**src/hdl/ncsl_mul.sv**
```systemverilog
// Shared 32x32 unsigned multiplier with a registered product.
// Depends on nothing; used by the sequencer for hashing, the denominator, squaring and scaling.
`default_nettype none
module ncsl_mul (
    input  wire logic        clk,
    input  wire logic [31:0] a,
    input  wire logic [31:0] b,
    output logic [63:0]      p
);
    logic [63:0] p_reg;

    always_ff @(posedge clk)
    begin
        p_reg <= 64'(a) * 64'(b);
    end

    assign p = p_reg;
endmodule
`default_nettype wire

```
**config.mk**
```make
export PLATFORM = sky130hd
export DESIGN_NAME = ncsl_mul
export DESIGN_NICKNAME = d
export VERILOG_FILES = /design/src/hdl/ncsl_mul.sv
export SDC_FILE = /design/constraint.sdc
export NUM_CORES = 2
export LEC_CHECK = 0
export ABC_AREA = 0
export BUFFER_PORTS_ARGS = -buffer_cell sky130_fd_sc_hd__buf_2
export CAP_MARGIN = 20
export CORE_MARGIN = 3
export CORE_UTILIZATION = 55
export CTS_BUF_LIST = sky130_fd_sc_hd__clkbuf_4 sky130_fd_sc_hd__clkbuf_8
export CTS_CLUSTER_SIZE = 8
export DETAILED_ROUTE_END_ITERATION = 7
export PLACE_DENSITY = 0.72
export SETUP_SLACK_MARGIN = 0.4
export SYNTH_ARGS = -nofsm -noshare
export SYNTH_HDL_FRONTEND = slang
export SYNTH_SLANG_ARGS = --single-unit
```
**constraint.sdc**
```tcl
create_clock -name clk -period 17.7 [get_ports clk]
set_input_delay 1.77 -clock clk [delete_from_list [all_inputs] [get_ports clk]]
set_output_delay 1.77 -clock clk [all_outputs]
set_load 0.05 [all_outputs]
```
-- Word level (Yosys, flattened, before mapping)
Index checks and enable logic that the tools add are counted.
- bits in read-only memories: 0
- register bits: 64
- logic and storage cells: 2
- latch bits: 0
- memories: 0
- memory bits (writable): 0
- output and inout port bits: 64
- shift-type cells: 0
- reduce and logical (&&, ||, !) cells: 0
- eq/ne operators: 0
- multipliers: 1
- $lt $le $gt $ge: 0
- bitwise logic cells: 0
- divide/modulo/power cells: 0
- add/subtract/negate cells: 0
- mux-type cells: 0
- operators by type and width (operator ; number):
    32-bit by 32-bit multiplier with 64-bit output ; 1

-- Logic depth before layout (Yosys ltp)
- depth after elaboration: 1
- depth in mapped cells: 29
- mapped depth without buffers: 27

-- Worst setup path after synthesis
Ideal clock, no wire load.
- kind: input port to flip-flop
- from: in a[25]
- to: reg p_reg[62] (netlist: p[62])
- arrival time: 8.451 ns
- path slack: 9.177 ns
- data required time: 17.628 ns
- setup time: 0.072 ns
- stages on the path: 25
- path buffers: 2
- cells stage by stage: clkbuf_1 -> nand2_1 -> fa_1 -> inv_1 -> fa_1 -> inv_1 -> fa_1 -> inv_1 -> fa_1 -> fa_1 -> fa_1 -> fa_1 -> inv_1 -> fa_1 -> inv_1 -> ha_1 -> buf_2 -> nand4_1 -> or4_1 -> or3_1 -> a31oi_1 -> a31o_2 -> a211oi_1 -> o21ai_1 -> xor2_1
- longest elaborated chain between the ends: 1
- ends and longest elaborated chain (item ; line ; text):
    start: declaration ; 6 ; input wire logic [31:0] a,
    32-bit by 32-bit multiplier with 64-bit output ; 14 ; p_reg <= 64'(a) * 64'(b);
    end signal: assignment ; 14 ;
    end: declaration ; 10 ; logic [63:0] p_reg;
No other way between the ends.

-- Worst setup path after layout
Same ends and word-level chain as after synthesis.

==> metrics.md <==
| Metric | Value |
|---|---|
| Mapped cell area | `34680 sq um` |
| CTS Sinks | `64` |
| Synth area leaders | `fa_1, and2_1, ha_1, inv_1, nand2_1` |
| Ports | `129` |
| Most frequent cells in the layout | `fa_1, inv_1, and2_1` |
| RePlAce Congestion | `0.9527` |
| Worst Hold Class | `in2reg` |
| Average cell area after synthesis | `between 9 and 10 sq um` |
| Final Cycle Share | `0.5301` |
| Max_slew headroom | `0.4274` |
| Layout Nets | `4898` |
| Setup TNS | `0 ps` |
| H-tree Lvls | `3` |
| Async S/R FF share, synth | `0` |
| CP endpoint kind | `flop` |
| Overflow after GRT | `0` |
| Final hold vios | `0` |
| WL per Instance | `19.69 um` |
| Vias per cell | `5.498` |
| Flops & latches, synth | `64` |
| Inserted Clock Buffers | `9` |
| Post-synth top flop | `dfxtp_1` |
| First-iteration detailed-routing DRC count | `1583` |
| Layout cells sized above 1 | `0.04566` |
| Max-slew violations | `0` |
| Post-CTS Hold Fix Bufs | `0` |
| Die Wd | `about 260 um` |
| Post-DP HPWL | `70.86 mm` |
| Worst-path clk slew | `70 ps` |
| GRT Util Overall | `0.2824` |
| Post-CTS sizing | `0` |
| Total die area | `66100 sq um` |
| F_max | `0.1066 GHz` |
| # rows | `91` |
| Commonest non-fill, non-tap cell in the layout | `fa_1` |
| Synth Net Count | `around 5000` |
| Largest net degree at the start of global routing | `33` |
| Critical path class | `in2reg` |
| DRT Pass-1 Iters | `5` |
| Worst-Margin Slew | `roughly 860 ps` |
| Post-Synthesis Cells | `approximately 3700` |
| Syn-to-layout area delta | `3.226%` |
| Root Driver | `clkbuf_8` |
| Min Tclk post-route | `9383 ps` |
| Port Buf Inserts | `128` |
| # setup viols final | `0` |
| Routed wire length | `slightly below 90 mm` |
| Yosys warns | `0` |
| Vias in the first global route | `roughly 28000` |
| Clock buffer depth | `2` |
| Post-CTS setup buffer count | `0` |
| Crit path max fanout | `32` |
| Global-route wire length before repair | `146.5 mm` |
| DRC violations left | `0` |
| MaxCap Viol Count | `0` |
| CP Launch Type | `input port` |
| Synth top area share | `0.5173` |
| RSZ-0062 raised after global routing | `no` |
| Post-synth EDFFs | `0` |
| DR vias | `roughly 25000` |
| CTS tree | `done` |
| Initial core utilization | `0.5588` |
| Synth unique cells | `57` |
| Initial antenna violation count | `1` |
| CP arrival | `9670 ps` |
| Required time of the critical path | `17990 ps` |
| Die H | `257.1 um` |
| Yosys top cell by area | `fa_1` |
| Run status | `finished, final reports clean` |
| Core area | `62050 sq um` |
| Share of the yosys chip area belonging to registers | `0.03695` |
| Max FFs per register | `64` |
| Antenna viol nets, final | `0` |
-- synth_stat cells (all sizes together), types with 2 or more instances --
| master | count |
|---|---|
| nand2 | 480 |
| xor2 | 25 |
| o21a | 9 |
| o221a | 2 |
| o211ai | 2 |
| inv | 865 |
| nand3 | 10 |
| dfxtp | 64 |
| and3 | 14 |
| and3b | 2 |
| nor2b | 2 |
| a221oi | 4 |
| nor2 | 20 |
| a21o | 40 |
| a311oi | 2 |
| and2 | 602 |
| ha | 263 |
| o21ai | 26 |
| fa | 896 |
| buf | 7 |
| nand2b | 2 |
| a211oi | 3 |
| o221ai | 3 |
| o21bai | 11 |
| xnor2 | 35 |
| or3 | 3 |
| a31oi | 12 |
| o31ai | 5 |
| or2 | 3 |
| or4 | 3 |
| a221o | 4 |
| a21oi | 66 |
| and4 | 3 |
| nand4 | 23 |
| a21boi | 3 |
| clkbuf | 213 |
| nor3 | 7 |
-- critical path, stage by stage --
cell and delay, ps:
buf_2 550, nand2_1 170, fa_1 560, inv_1 50
fa_1 530, inv_1 50, fa_1 530, inv_1 50
fa_1 480, fa_1 560, fa_1 440, fa_1 510
inv_1 50, fa_1 470, inv_1 40, ha_1 420
nand4_1 220, or4_1 460, or3_1 360, a31oi_1 550
a31o_2 290, a211oi_1 110, o21ai_1 220, xor2_1 190
-- area by class of cell --
cell class / instances / area (sq um)
multi-input cells: 2599 / 29310
fillers: 5513 / 26260
inverters: 865 / 3247
flip-flops and latches: 64 / 1281
well taps: 837 / 1047
repair buffers: 135 / 693.2
clock buffers: 11 / 145.1
clock inverters: 5 / 63.81
diodes: 1 / 2.502
-- cell families after synthesis --
group,share of synthesized area
flip-flops,0.03695
buffers and inverters,0.1177
XOR/XNOR,0.01515
multiplexers,0.0002887
AO/OA/AOI/OAI,0.04153
AND/OR/NAND/NOR,0.1762
adder cells (fa/ha/maj),0.6122
-- stage by stage --
step	worst slack (ps)	cell area, sq um	hold WS, ps	cells	util
finish	8317	35790	2013	4517	0.5768
global route	7942	35790	2022	4516	0.5768
CTS	8400	35790	1994	4516	0.5768
detailed placement	8112	35580	2239	4500	0.5734
global placement	8196	35580	2239	4500	0.5734
floorplan	9177	34680	1897	3748	-
-- path summary, 6_finish.rpt --
check                 endpoint  startpoint  cells after the start  slack (ps)
worst min-delay path      p[0]        b[0]                      3        2010
worst max-delay path     p[62]       a[25]                     24        8320
-- metal layers --
metal | GRT usage | wire length [um] | vias to the layer above
li1 | - | - | 10687
met1 | 0.3414 | 32990 | 12953
met2 | 0.4980 | 45510 | 922
met3 | 0.03454 | 5197 | 272
met4 | 0.1436 | 5265 | 0
met5 | 0 | 0 | -
Power is not shown: default switching activity piles up to over one toggle a cycle in this logic, so the estimate is an artifact.
